--- src/rtl/fpc_pkg.sv ---
package fpc_pkg;

   // plane order: left, right, top, bottom, near, far
   localparam int PLANE_COUNT = 6;
   localparam int VEC_COUNT   = 4;

   // field widths
   localparam int VEC_W       = 64;
   localparam int ELEM_W      = 16;
   localparam int COEF_W      = ELEM_W + 1;
   localparam int POINT_W     = 24;
   localparam int PROD_W      = COEF_W + POINT_W;
   localparam int DTERM_SHIFT = 8;
   localparam int DIST_W      = PROD_W + 3;
   localparam int CSR_INDEX_W = 8;

   // register indexes on the csr port
   localparam logic [CSR_INDEX_W-1:0] CSR_MATRIX_VECTOR_0 = CSR_INDEX_W'(0);
   localparam logic [CSR_INDEX_W-1:0] CSR_MATRIX_VECTOR_1 = CSR_INDEX_W'(1);
   localparam logic [CSR_INDEX_W-1:0] CSR_MATRIX_VECTOR_2 = CSR_INDEX_W'(2);
   localparam logic [CSR_INDEX_W-1:0] CSR_MATRIX_VECTOR_3 = CSR_INDEX_W'(3);

   // input stage, product, partial sum, distance, result
   localparam int PIPE_DEPTH = 5;

   // which vector is combined with vector 3 per plane, and whether it is subtracted
   localparam logic [1:0] PLANE_VEC [PLANE_COUNT] = '{2'd0, 2'd0, 2'd1, 2'd1, 2'd2, 2'd2};
   localparam logic       PLANE_NEG [PLANE_COUNT] = '{1'b0, 1'b1, 1'b1, 1'b0, 1'b0, 1'b1};

   typedef logic signed [COEF_W-1:0]  coef_type;
   typedef logic signed [POINT_W-1:0] point_type;

   typedef struct packed {
      coef_type a;
      coef_type b;
      coef_type c;
      coef_type d;
   } plane_type;

endpackage

--- src/rtl/fpc_dot.sv ---
module fpc_dot (
   input  logic                 clock,
   input  fpc_pkg::plane_type   plane,
   input  fpc_pkg::point_type   px,
   input  fpc_pkg::point_type   py,
   input  fpc_pkg::point_type   pz,
   output logic                 outside,
   output logic                 zero_dist
);
   import fpc_pkg::*;

   logic signed [PROD_W-1:0] prod_x_ff, prod_y_ff, prod_z_ff;
   logic signed [PROD_W-1:0] prod_x_in, prod_y_in, prod_z_in;
   logic signed [DIST_W-1:0] sum_xy_ff, sum_zd_ff;
   logic signed [DIST_W-1:0] sum_xy_in, sum_zd_in;
   logic signed [DIST_W-1:0] dist_ff, dist_in;
   logic signed [COEF_W+DTERM_SHIFT-1:0] dterm;

   // stage 1: one multiplier per coordinate
   assign prod_x_in = PROD_W'(plane.a) * PROD_W'(px);
   assign prod_y_in = PROD_W'(plane.b) * PROD_W'(py);
   assign prod_z_in = PROD_W'(plane.c) * PROD_W'(pz);

   // d at product scale; user holds plane static while points flow, unenforced
   assign dterm = {plane.d, {DTERM_SHIFT{1'b0}}};

   // stage 2: pairwise sums
   assign sum_xy_in = DIST_W'(prod_x_ff) + DIST_W'(prod_y_ff);
   assign sum_zd_in = DIST_W'(prod_z_ff) + DIST_W'(dterm);

   // stage 3: full signed distance
   assign dist_in = sum_xy_ff + sum_zd_ff;

   always_ff @(posedge clock) begin
      prod_x_ff <= prod_x_in;
      prod_y_ff <= prod_y_in;
      prod_z_ff <= prod_z_in;
      sum_xy_ff <= sum_xy_in;
      sum_zd_ff <= sum_zd_in;
      dist_ff   <= dist_in;
   end

   // sign and zero test on the registered distance
   assign outside   = dist_ff[DIST_W-1];
   assign zero_dist = (dist_ff == '0);

endmodule

--- config.mk ---
export PLATFORM = sky130hd
export DESIGN_NAME = fpc_dot
export DESIGN_NICKNAME = d
export VERILOG_FILES = /design/src/rtl/fpc_pkg.sv /design/src/rtl/fpc_dot.sv
export SDC_FILE = /design/constraint.sdc
export NUM_CORES = 2
export LEC_CHECK = 0
export BUFFER_PORTS_ARGS = -buffer_cell sky130_fd_sc_hd__clkbuf_2
export CORE_UTILIZATION = 30
export CTS_BUF_LIST = sky130_fd_sc_hd__clkbuf_4
export DETAILED_ROUTE_END_ITERATION = 8
export PLACE_DENSITY = 0.49
export SLEW_MARGIN = 0
export SYNTH_ARGS = -nofsm -noshare
export SYNTH_HDL_FRONTEND = slang
export SYNTH_SLANG_ARGS = --single-unit
--- constraint.sdc ---
create_clock -name clock -period 11.1 [get_ports clock]
set_clock_uncertainty 0.1 [all_clocks]
set_input_delay 2.22 -clock clock [delete_from_list [all_inputs] [get_ports clock]]
set_output_delay 2.22 -clock clock [all_outputs]
set_load 0.01 [all_outputs]
# After elaboration in Yosys (flattened, before gate mapping)

Index checks and enable logic that the tools add are counted.

$add $sub $neg: 3
$mul: 3
Reductions and logical operators: 1

Operators by type and width:

| operator                     | number |
|---|---|
| multiplier 17 x 24 -> 41 bit | 3 |
| zero test 44 bit             | 1 |
| adder 42 x 42 -> 43 bit      | 1 |
| adder 41 x 25 -> 42 bit      | 1 |
| adder 41 x 41 -> 42 bit      | 1 |

Register bits after elaboration: 251
Input bits: 141
Output and inout bits: 2
Word-level logic and storage cells: 13

# Longest topological paths before layout

Word-level depth: 1
Gate-level depth with buffers: 26
Gate-level depth less buffers: 25

# Worst setup path before layout

OpenSTA, ideal clock, no wires.

Kind: input -> register
From: in plane[38] (netlist bit)
To: reg prod_y_ff[40]
Setup time: 0.088 ns
Data arrival time: 8.355 ns
Required time: 10.912 ns
Setup slack: 2.557 ns
Cell stages on the path: 25
Buffers on the path: 2
Path through: clkbuf_1 -> nand2_1 -> fa_1 -> inv_1 -> fa_1 -> inv_1 -> fa_1 -> inv_1 -> fa_1 -> fa_1 -> inv_1 -> fa_1 -> inv_1 -> ha_1 -> and3_1 -> buf_6 -> a221o_1 -> a31o_1 -> and2_1 -> o31a_1 -> a21o_1 -> o41ai_4 -> nand4b_1 -> nand2_1 -> a311oi_2

Longest elaborated chain between the ends: 1

Ends and longest elaborated chain:

| element                      | line          | RTL |
|---|---|---|
| start: declaration           | fpc_dot.sv:3  | `input fpc_pkg::plane_type plane,` |
| multiplier 17 x 24 -> 41 bit | fpc_dot.sv:21 | `assign prod_y_in = PROD_W'(plane.b) * PROD_W'(py);` |
| net prod_y_in[40]            | fpc_dot.sv:13 | `logic signed [PROD_W-1:0] prod_x_in, prod_y_in, prod_z_in;` |
| end signal: assignment       | fpc_dot.sv:36 | `prod_y_ff <= prod_y_in;` |
| end: declaration             | fpc_dot.sv:12 | `logic signed [PROD_W-1:0] prod_x_ff, prod_y_ff, prod_z_ff;` |

The timed path passes the listed nets, and every way through them passes these cells.

# Worst setup path after layout

From: in plane[53] (netlist bit)
To: reg prod_x_ff[39]

Longest elaborated chain between the ends: 1

Ends and longest elaborated chain:

| element                      | line          | RTL |
|---|---|---|
| multiplier 17 x 24 -> 41 bit | fpc_dot.sv:20 | `assign prod_x_in = PROD_W'(plane.a) * PROD_W'(px);` |
| net prod_x_in[39]            | fpc_dot.sv:13 |  |
| end signal: assignment       | fpc_dot.sv:35 | `prod_x_ff <= prod_x_in;` |
| end: declaration             | fpc_dot.sv:12 |  |

The timed path passes the listed nets, and every way through them passes these cells.

==> results.py <==
metrics = {
    "logic_synthesis": {
        "synth_xor_area_frac": 0.03554,
        "ys_warn_count": 0,
        "synth_area_um2": 53960,
        "yosys.area.top_type_share": 0.4474,
        "synth_area_per_cell_um2": 9.185,
        "synth_seq_cells": 250,
        "ys_async_sr_fraction": 0,
        "synth_top_family_by_area": "adder cells",
        "synth_commonest_cells": "inv_1, fa_1, nand2_1, and2_1, ha_1",
        "yosysSeqAreaShare": 0.09275,
        "yosys-top-cells-area": "fa_1, ha_1, dfxtp_1, inv_1, and2_1",
        "synth-simple-area-share": 0.1499,
        "ys_types": 71,
        "muxShareOfSynthArea": 0.0005565,
        "synth-edff-count": 0,
        "syn-num-nets": 7635,
        "synth_compound_area_frac": 0.07290,
        "synthFlopType": "dfxtp_1",
        "yosys.area.top_type": "fa_1",
        "syn_inst": 5875,
        "synth_most_common_cell": "inv_1",
        "yosys.area_share.adder": 0.5432,
    },
    "timing": {
        "slew_violations": 0,
        "setup_viol": 0,
        "grt_setup_unrepaired": "no",
        "fin_ws_ps": 2450,
        "hold_viol_final": 0,
        "final.setup.tns_ps": 0,
        "fin_crit_ps": 8650,
        "timing.final.crit_share": 0.7793,
        "tightest_slew_ps": 932.9,
        "fmax_ghz": 0.1156,
        "slew_headroom": 0.3723,
    },
    "grt": {
        "busiest_layer": "met2",
        "grt_pass1_wl_um": 229500,
        "overflow": 0,
        "grt_use_met2": 0.2810,
        "gr-usage-met1": 0.2126,
        "gr-usage-all-layers": 0.1606,
        "grt_start_max_net_pins": 25,
        "grtUsageMet3": 0.01456,
        "grt_pass1_vias": 41740,
        "antenna_found_initial": 7,
    },
    "floorplan": {
        "fp.dieW_um": 426.1,
        "num_rows": 155,
        "start_util": 0.3021,
        "die_height_um": 426.1,
        "core_area_um2": 178600,
        "top_level_ports": 143,
        "dieArea_um2": 181600,
    },
    "critical_path": {
        "worstPathMaxFanout": 24,
        "crit_slowest_cell": "a211oi_1",
        "crit_top_cell": "fa_1",
        "path_class": "in2reg",
        "required_ps": 11640,
        "arrival_ps": 9190,
        "slowest_delay_ps": 660,
        "crit_path_end_kind": "flip-flop",
        "start_kind": "input port",
        "path_cells": "clkbuf_2, nand2_1, fa_1, fa_1, fa_1, inv_1, fa_1, fa_1, inv_1, fa_1, inv_1, ha_1, a21oi_1, nand2_1, a221oi_1, nand2_1, a211oi_1, a21oi_1, o41a_1, a21o_1, a21oi_1, xnor2_1",
    },
    "cts": {
        "h-tree-depth": 3,
        "cts_hold_buf": 0,
        "cts.sink_count": 250,
        "clk_latency_ps": 740,
        "cts_setup_buffers": 0,
        "clk_path_buf_depth": 3,
        "path_clk_slew_ps": 60,
        "cts_resized": 0,
        "cts-root-buf": "clkbuf_4",
        "cts_made_buffers": 72,
        "cts_tree": "yes",
    },
    "final_layout": {
        "nets": 7664,
        "fillers": 18740,
        "drive_above_1_share": 0.04701,
        "area_growth_pct": 7.255,
    },
    "route": {
        "ant_nets": 0,
        "routedWlPerCell_um": 16.96,
        "avgViaCountPerCell": 4.607,
        "drc": 0,
        "first_pass_iters": 5,
        "drt_iter0_markers": 1685,
        "routed_wl_um": 141000,
        "vias": 38290,
    },
    "placement": {
        "port_buffers": 142,
        "hpwl_um": 115800,
        "finalWeightedCongestion": 0.8454,
        "dp_worst_setup_slack_ps": 1780,
    },
    "worst_hold_path": {
        "min_path_type": "reg2reg",
    },
    "run": {
        "cap_violations": 0,
    },
    "status": {
        "status": "finished, final reports clean",
    },
}
-- routing by layer --
metal,routed length (um),vias to the layer above
met5,10,-
met4,3424,2
met3,4318,166
met2,70680,673
met1,62580,19720
li1,-,17730
-- stage by stage --
| step | utilization | hold slack [ps] | instance area (um2) | instances |
|---|---|---|---|---|
| after floorplan | - | 209.6 | 53960 | 5875 |
| after global placement | 0.3187 | 213.4 | 56920 | 8185 |
| after detailed placement | 0.3187 | 212.1 | 56920 | 8185 |
| after CTS | 0.3240 | 226.7 | 57880 | 8311 |
| after global routing | 0.3240 | 230.8 | 57880 | 8312 |
| final | 0.3240 | 225.2 | 57880 | 8312 |
-- sequential cells by signal, summed over array words and instances, names as in the netlist --
signal and cells:
sum_xy_ff 42, prod_z_ff 41, dist_ff 43, sum_zd_ff 42, prod_x_ff 41, prod_y_ff 41
-- layout by cell type, fill, tap and decap left out, types with 53 or more instances in the layout --
cell	instances
fa_1	1206
dfxtp_1	250
a21oi_1	195
nor2_1	178
clkbuf_2	142
and2_1	540
nand2_1	729
a21o_1	96
ha_1	413
xor2_1	53
xnor2_1	166
clkbuf_4	99
o21ai_0	101
inv_1	1321
-- worst max-delay path, delay by kind of cell --
family,cells,cell delay (ps)
xor gates and xnor gates,1,130
adders and majority gates,7,3390
buffers and inverters,4,650
AOI/OAI and AO/OA,7,2290
and+or+nand+nor,3,470
-- area by class of cell --
class / count / area [um2] / share of cell area
Tap cell: 2355 / 2947 / 0.05091
Antenna cell: 1 / 2.502 / 0.00004324
Clock buffer: 99 / 743.2 / 0.01284
Clock inverter: 27 / 214.0 / 0.003697
Multi-Input combinational cell: 4114 / 43280 / 0.7478
Sequential cell: 250 / 5005 / 0.08647
Timing Repair Buffer: 144 / 725.7 / 0.01254
Inverter: 1322 / 4962 / 0.08574
-- cell families after synthesis --
group / count (synthesis)
xor gates and xnor gates: 219
muxes: 3
DFF: 250
AOI/OAI and AO/OA: 608
and+or+nand+nor: 1665
buffers and inverters: 1511
adders and majority gates: 1619
-- final timing paths --
path,start,endpoint,slack (ps),cells past startpoint
setup / recovery,plane[53],prod_x_ff[39],2450,22
hold / removal,prod_z_ff[0],sum_zd_ff[0],230,0
setup reg to reg,prod_y_ff[0],sum_xy_ff[40],7260,13
hold reg to reg,prod_z_ff[0],sum_zd_ff[0],230,0
Power is not shown: default switching activity piles up to over one toggle a cycle in this logic, so the estimate is an artifact.
