## config.mk

```make
export PLATFORM = sky130hd
export DESIGN_NAME = fpc_coef
export DESIGN_NICKNAME = d
export VERILOG_FILES = /design/src/rtl/fpc_pkg.sv /design/src/rtl/fpc_coef.sv
export SDC_FILE = /design/constraint.sdc
export NUM_CORES = 2
export LEC_CHECK = 0
export BUFFER_PORTS_ARGS = -buffer_cell sky130_fd_sc_hd__buf_2
export CAP_MARGIN = 20
export CORE_ASPECT_RATIO = 1.5
export CORE_MARGIN = 2
export CORE_UTILIZATION = 59
export CTS_CLUSTER_DIAMETER = 120
export DETAILED_ROUTE_END_ITERATION = 10
export PLACE_DENSITY = 0.81
export SETUP_SLACK_MARGIN = 0.2
export SLEW_MARGIN = 0
export SYNTH_ARGS = -nofsm -noshare
export SYNTH_HDL_FRONTEND = slang
export SYNTH_SLANG_ARGS = --single-unit
```

## constraint.sdc

```tcl
create_clock -name clock -period 3.15 [get_ports clock]
set_clock_uncertainty 0.1 [all_clocks]
set_input_delay 0.945 -clock clock [delete_from_list [all_inputs] [get_ports clock]]
set_output_delay 0.945 -clock clock [all_outputs]
set_load 0.01 [all_outputs]
```

## src/rtl/fpc_pkg.sv

```systemverilog
package fpc_pkg;

   // plane order: left, right, top, bottom, near, far
   localparam int PLANE_COUNT = 6;
   localparam int VEC_COUNT   = 4;

   // field widths
   localparam int VEC_W       = 64;
   localparam int ELEM_W      = 16;
   localparam int COEF_W      = ELEM_W + 1;
   localparam int POINT_W     = 24;
   localparam int PROD_W      = COEF_W + POINT_W;
   localparam int DTERM_SHIFT = 8;
   localparam int DIST_W      = PROD_W + 3;
   localparam int CSR_INDEX_W = 8;

   // register indexes on the csr port
   localparam logic [CSR_INDEX_W-1:0] CSR_MATRIX_VECTOR_0 = CSR_INDEX_W'(0);
   localparam logic [CSR_INDEX_W-1:0] CSR_MATRIX_VECTOR_1 = CSR_INDEX_W'(1);
   localparam logic [CSR_INDEX_W-1:0] CSR_MATRIX_VECTOR_2 = CSR_INDEX_W'(2);
   localparam logic [CSR_INDEX_W-1:0] CSR_MATRIX_VECTOR_3 = CSR_INDEX_W'(3);

   // input stage, product, partial sum, distance, result
   localparam int PIPE_DEPTH = 5;

   // which vector is combined with vector 3 per plane, and whether it is subtracted
   localparam logic [1:0] PLANE_VEC [PLANE_COUNT] = '{2'd0, 2'd0, 2'd1, 2'd1, 2'd2, 2'd2};
   localparam logic       PLANE_NEG [PLANE_COUNT] = '{1'b0, 1'b1, 1'b1, 1'b0, 1'b0, 1'b1};

   typedef logic signed [COEF_W-1:0]  coef_type;
   typedef logic signed [POINT_W-1:0] point_type;

   typedef struct packed {
      coef_type a;
      coef_type b;
      coef_type c;
      coef_type d;
   } plane_type;

endpackage

```

## src/rtl/fpc_coef.sv

```systemverilog
module fpc_coef (
   input  logic                           clock,
   input  logic                           reset,
   input  logic                           wr_en,
   input  logic [fpc_pkg::CSR_INDEX_W-1:0] wr_index,
   input  logic [fpc_pkg::VEC_W-1:0]       wr_data,
   output fpc_pkg::plane_type             planes [fpc_pkg::PLANE_COUNT]
);
   import fpc_pkg::*;

   logic [VEC_W-1:0] matrix_ff [VEC_COUNT];
   logic [VEC_W-1:0] matrix_in [VEC_COUNT];
   plane_type        planes_ff [PLANE_COUNT];
   plane_type        planes_in [PLANE_COUNT];

   // sign-extend two q4.12 entries and add or subtract without loss
   function automatic coef_type combine(input logic [ELEM_W-1:0] base,
                                        input logic [ELEM_W-1:0] other,
                                        input logic              neg);
      coef_type b_ext;
      coef_type o_ext;
      b_ext = COEF_W'($signed(base));
      o_ext = COEF_W'($signed(other));
      return neg ? coef_type'(b_ext - o_ext) : coef_type'(b_ext + o_ext);
   endfunction

   // matrix register writes, out-of-range indexes dropped
   always_comb begin
      for (int v = 0; v < VEC_COUNT; v++) begin
         matrix_in[v] = matrix_ff[v];
      end
      if (wr_en) begin
         case (wr_index)
            CSR_MATRIX_VECTOR_0: matrix_in[0] = wr_data;
            CSR_MATRIX_VECTOR_1: matrix_in[1] = wr_data;
            CSR_MATRIX_VECTOR_2: matrix_in[2] = wr_data;
            CSR_MATRIX_VECTOR_3: matrix_in[3] = wr_data;
            default: ;
         endcase
      end
   end

   // plane extraction from vector 3 plus or minus one other vector
   always_comb begin
      for (int p = 0; p < PLANE_COUNT; p++) begin
         planes_in[p].a = combine(matrix_ff[3][0*ELEM_W +: ELEM_W],
                                  matrix_ff[PLANE_VEC[p]][0*ELEM_W +: ELEM_W], PLANE_NEG[p]);
         planes_in[p].b = combine(matrix_ff[3][1*ELEM_W +: ELEM_W],
                                  matrix_ff[PLANE_VEC[p]][1*ELEM_W +: ELEM_W], PLANE_NEG[p]);
         planes_in[p].c = combine(matrix_ff[3][2*ELEM_W +: ELEM_W],
                                  matrix_ff[PLANE_VEC[p]][2*ELEM_W +: ELEM_W], PLANE_NEG[p]);
         planes_in[p].d = combine(matrix_ff[3][3*ELEM_W +: ELEM_W],
                                  matrix_ff[PLANE_VEC[p]][3*ELEM_W +: ELEM_W], PLANE_NEG[p]);
      end
   end

   always_ff @(posedge clock) begin
      if (reset) begin
         for (int v = 0; v < VEC_COUNT; v++) begin
            matrix_ff[v] <= '0;
         end
         for (int p = 0; p < PLANE_COUNT; p++) begin
            planes_ff[p] <= '0;
         end
      end else begin
         matrix_ff <= matrix_in;
         planes_ff <= planes_in;
      end
   end

   assign planes = planes_ff;

endmodule

```

# ---- Yosys cells after proc, flatten, opt, wreduce, memory -nomap -nowiden
# Index checks and enable logic that the tools add are counted.
# W data, S select, Z words.
dict set report op_classes {
  add_sub_neg 24
  eq_ne 3
  n_reduce_logical 5
}
# operator n
set op_table {}
lappend op_table {{$add A16 B16 Y17} 12}
lappend op_table {{$sub A16 B16 Y17} 12}
lappend op_table {{$eq A8 B2 Y1 const B} 2}
lappend op_table {{$eq A8 B1 Y1 const B} 1}
lappend op_table {{$logic_not A8 Y1} 1}
lappend op_table {{$reduce_and A2 Y1} 4}
dict set report totals {
  register_bits 664
  out_inout_bits 408
  elab_cells 60
}

# ---- Depth between registers and ports, before layout
dict set report depth {
  ltp_word 2
  mapped_depth 9
}

# ---- Least setup slack after synthesis
# No wires, ideal clock.
dict set report synth_timing {
  path_kind {flip-flop to flip-flop}
  start {register matrix_ff[33] (netlist bit)}
  end {register planes_ff, in the netlist planes[301]}
  setup_time_ps 121
  arrival_ps 2327
  required_ps 2929
  slack_ps 603
  path_stages_with_launch 9
  period_less_slack_ps 2547
  path_cell_list {dfxtp_1 -> inv_1 -> fa_1 -> nor2b_1 -> o31ai_1 -> a21oi_1 -> o22ai_1 -> o21ai_0 -> mux2_2}
}
dict set report synth_via {
  elab_chain_cells 1
}
# item line_no
set synth_lines {}
lappend synth_lines {{start: declaration} fpc_coef.sv:11} ;# logic [VEC_W-1:0] matrix_ff [VEC_COUNT];
lappend synth_lines {{start signal: assignment} fpc_coef.sv:66} ;# matrix_ff <= matrix_in;
lappend synth_lines {{$sub A16 B16 Y17} fpc_coef.sv:24} ;# return neg ? coef_type'(b_ext - o_ext) : coef_type'(b_ext + o_ext);
lappend synth_lines {{end signal: assignment} fpc_coef.sv:67} ;# planes_ff <= planes_in;
lappend synth_lines {{end: declaration} fpc_coef.sv:13} ;# plane_type planes_ff [PLANE_COUNT];
# No other way between the ends.
# A chain may end at the register's enable or synchronous reset.

# ---- Worst setup path in the final report
dict set report layout_timing {
  start {register matrix_ff[38] (netlist bit)}
  end {register planes_ff, in the netlist planes[164]}
}
dict set report layout_via {
  elab_chain_cells 1
}
# item line_no
set layout_lines {}
lappend layout_lines {{$add A16 B16 Y17} fpc_coef.sv:24}
# No other way between the ends.

==> flow_summary.yaml <==
outcome:
  status: "finished clean"
worst_setup_path:
  worstSetupPathDepth: 7
  reg2reg_setup_slack_ns: 0.32
  slowest_delay_ns: 0.73
  cp_top_family: "compound AO/OA/AOI/OAI gates"
  cp-startpoint: "matrix_ff[38]"
  setup.worst_path.class: "reg2reg"
  end_kind: "register"
  slowest_stage: "a221oi_1"
  r2r-start: "matrix_ff[38]"
  critical_path.max_fanout: 8
  worstPathBufferInverterCount: 1
  crit_end: "planes[164]"
  rr_worst_depth: 7
  cp_cell_sequence: "ha_1 > inv_2 > o211ai_1 > a221oi_1 > a311oi_1 > xnor2_1 > nor2_1"
  worstPathArrival_ns: 3.26
  cp.required_ns: 3.57
  rr_endpoint: "planes[164]"
  critPathLaunchType: "register"
clocking:
  cts_inserted_buffers: 61
  clkSlewWorstSetupHoldPaths_ns: 0.07
  cts_root_buffer: "clkbuf_16"
  htree_levels: 2
  holdBufCountCts: 0
  clock_path_buffers: 3
  cts_sinks: 652
  cts_tree: "built"
  insertion_delay_ns: 0.66
power:
  combPwrFrac_pct: 3.4
  power_leakage_nw: 20.2
  p_clk_share_pct: 47.6
  p_int_mw: 13.1
  finalPower_mw: 16.9
  pwr-share-seq_pct: 49.0
  p_sw_mw: 3.82
  p_per_area_nw_per_um2: 385
  vdd_ir_drop_max_mv: 0.408
  swShare_pct: 22.6
routing:
  drtAntennaViolNets: 0
  first_pass_iters: 6
  routed_wl_mm: 124
  routedWlPerCell_um: 20.3
  drc: 0
  drtIter0Drc: 2796
  viasPerCell: 5.89
  via_count: 36100
synth:
  synth_cell_types: 91
  synth-seq-area-share_pct: 34.0
  synth-edff-count: 0
  ys_seq_elements: 652
  synth_area_um2: 38300
  synthCells: 4825
  synthArstFlopShare_pct: 0
  yosysWarningCount: 0
  avgSynthCellArea_um2: 7.95
  synth-main-ff-cell: "dfxtp_1"
  syn-num-nets: 5308
min_path:
  holdCritPathClass: "reg2reg"
grt:
  antenna_found_initial: 9
  grt_overflow_total: 0
  grt_pass1_vias: 34800
  grt_start_max_net_pins: 91
  grt_pass1_wl_mm: 190
  track_usage_pct: 35.9
floorplan:
  rows: 114
  die_w_um: 212
  initial_core_util_pct: 59.6
  die-area_um2: 67100
  io_pins: 483
  die_h_um: 316
  core-area_um2: 64300
final_layout:
  fin_area_um2: 43900
  stdcell_count: 6135
  drive_above_1_share_pct: 15.3
  n_fill_cell: 5523
  syn_to_final_growth_pct: 14.5
  mostFrequentLayoutCell: "nand2_1"
  seq_area_um2: 13100
  mostFrequentLayoutCells: "684 x nand2_1, 650 x dfxtp_1, 535 x a21oi_1"
  multi_input_area_um2: 22900
  layout.nets: 5690
place:
  pre_cts_ws_ns: 0.145
  port_buffers: 482
  dpl.hpwl_mm: 95.2
  placed_area_um2: 41700
  gp_congestion: 0.990
  dp.cells: 6014
flow_run:
  cap_violations: 0
timing:
  min_period_ns: 2.83
  period_share_pct: 90.0
  fin_setup_tns_ns: 0
  worst_slew_pin_slew_ns: 0.778
  setup_viol: 0
  rsz0062_at_grt: "false"
  max_freq_mhz: 353
  slew_viol_final: 0
  setup_ws_ns: 0.316
  hold_violations: 0
  slew_headroom_pct: 47.6
==> how the worst min path moves through the flow <==
stage                    from        endpoint  depth (start not counted)
3_5_place_dp   matrix_ff[154]  matrix_ff[154]                          2
3_3_place_gp   matrix_ff[122]  matrix_ff[122]                          2
4_1_cts         matrix_ff[89]   matrix_ff[89]                          2
5_1_grt         matrix_ff[68]   matrix_ff[68]                          2
6_report        matrix_ff[89]   matrix_ff[89]                          2
2_1_floorplan  matrix_ff[100]  matrix_ff[100]                          2
==> metrics by stage <==
step                      hold WS (ns)  utilization, %
after floorplan                  0.353               -
after global placement           0.359            64.8
after detailed placement         0.367            64.8
after CTS                        0.376            68.2
after global routing             0.397            68.2
final                            0.374            68.2
==> state kept, by name, indices dropped and copies added, names as in the netlist <==
| register | count |
|---|---|
| matrix_ff | 256 |
| planes | 396 |
==> cell usage after synthesis (9+ instances only) <==
cell type | count | area share (%)
a31o_2 | 9 | 0.21
o21bai_1 | 36 | 0.70
fa_1 | 24 | 1.3
buf_4 | 12 | 0.23
ha_1 | 384 | 13
nor2b_1 | 99 | 1.6
a221oi_1 | 22 | 0.50
o211ai_1 | 24 | 0.47
o21a_1 | 53 | 1.0
a311oi_1 | 15 | 0.34
nand4_1 | 18 | 0.29
or2_2 | 35 | 0.57
buf_1 | 18 | 0.18
nand3_1 | 32 | 0.42
o21ai_0 | 192 | 2.5
a2111oi_0 | 9 | 0.21
clkbuf_1 | 179 | 1.8
nor2_1 | 472 | 4.6
a21o_1 | 27 | 0.53
and3_1 | 21 | 0.34
o31ai_1 | 49 | 0.96
o31a_1 | 27 | 0.62
nor3_1 | 109 | 1.4
a211oi_1 | 49 | 0.96
dfxtp_1 | 652 | 34
xor2_1 | 27 | 0.62
inv_1 | 345 | 3.4
xnor2_1 | 127 | 2.9
o311ai_0 | 9 | 0.21
nand2_1 | 685 | 6.7
or3_1 | 42 | 0.69
nand2b_1 | 60 | 0.98
or4_1 | 16 | 0.31
mux2i_1 | 68 | 1.8
nor4_1 | 34 | 0.55
and2_1 | 11 | 0.18
a21oi_1 | 536 | 7.0
a31oi_1 | 46 | 0.75
mux2_2 | 30 | 0.88
buf_2 | 52 | 0.68
o22ai_1 | 17 | 0.28
==> layer usage <==
metal  track usage, %  vias up  routed length (um)
met5                0        -                  13
met4             21.4        2                8000
met2             63.5     1440               61100
li1                 -    17300                   -
met1             41.1    17100               47800
met3             4.96      378                7510
==> kinds of logic after synthesis <==
family	Yosys count	synth area share, %
AOI/OAI and AO/OA	1233	20.1
xor gates and xnor gates	154	3.52
adders and majority gates	408	13.8
buffers and inverters	610	6.28
DFF	652	34.0
muxes	101	2.75
and+or+nand+nor	1667	19.5
==> timing repair <==
item | 4_1_cts | 5_1_grt
gates resized for setup | 1 | 6
setup endpoints to repair | 1 | 15
setup buffers | 0 | 0
==> power by group through the flow <==
stage	combinational, mW	sequential [mW]	clock, mW
CTS	0.565	8.29	8.13
finish	0.576	8.29	8.04
detailed placement	0.562	8.48	0
floorplan	0.286	8.49	0
global placement	0.561	8.48	0
global route	0.615	8.29	8.44
==> tightest hold or removal path: cells and delay by family (launching register included) <==
kind	cells	cell delay, ns
AO/OA/AOI/OAI	1	0.05
flip-flops	1	0.32
AND/OR/NAND/NOR	1	0.05
==> final cells by class <==
class	instances	area share, %
multi-input cells	3563	52.2
flip-flops and latches	652	29.7
repair buffers	581	7.58
clock buffers	78	3.92
inverters	348	2.98
well taps	870	2.48
clock inverters	34	1.05
diodes	9	0.0513
Note: power is estimated with default switching activity, not from simulation.
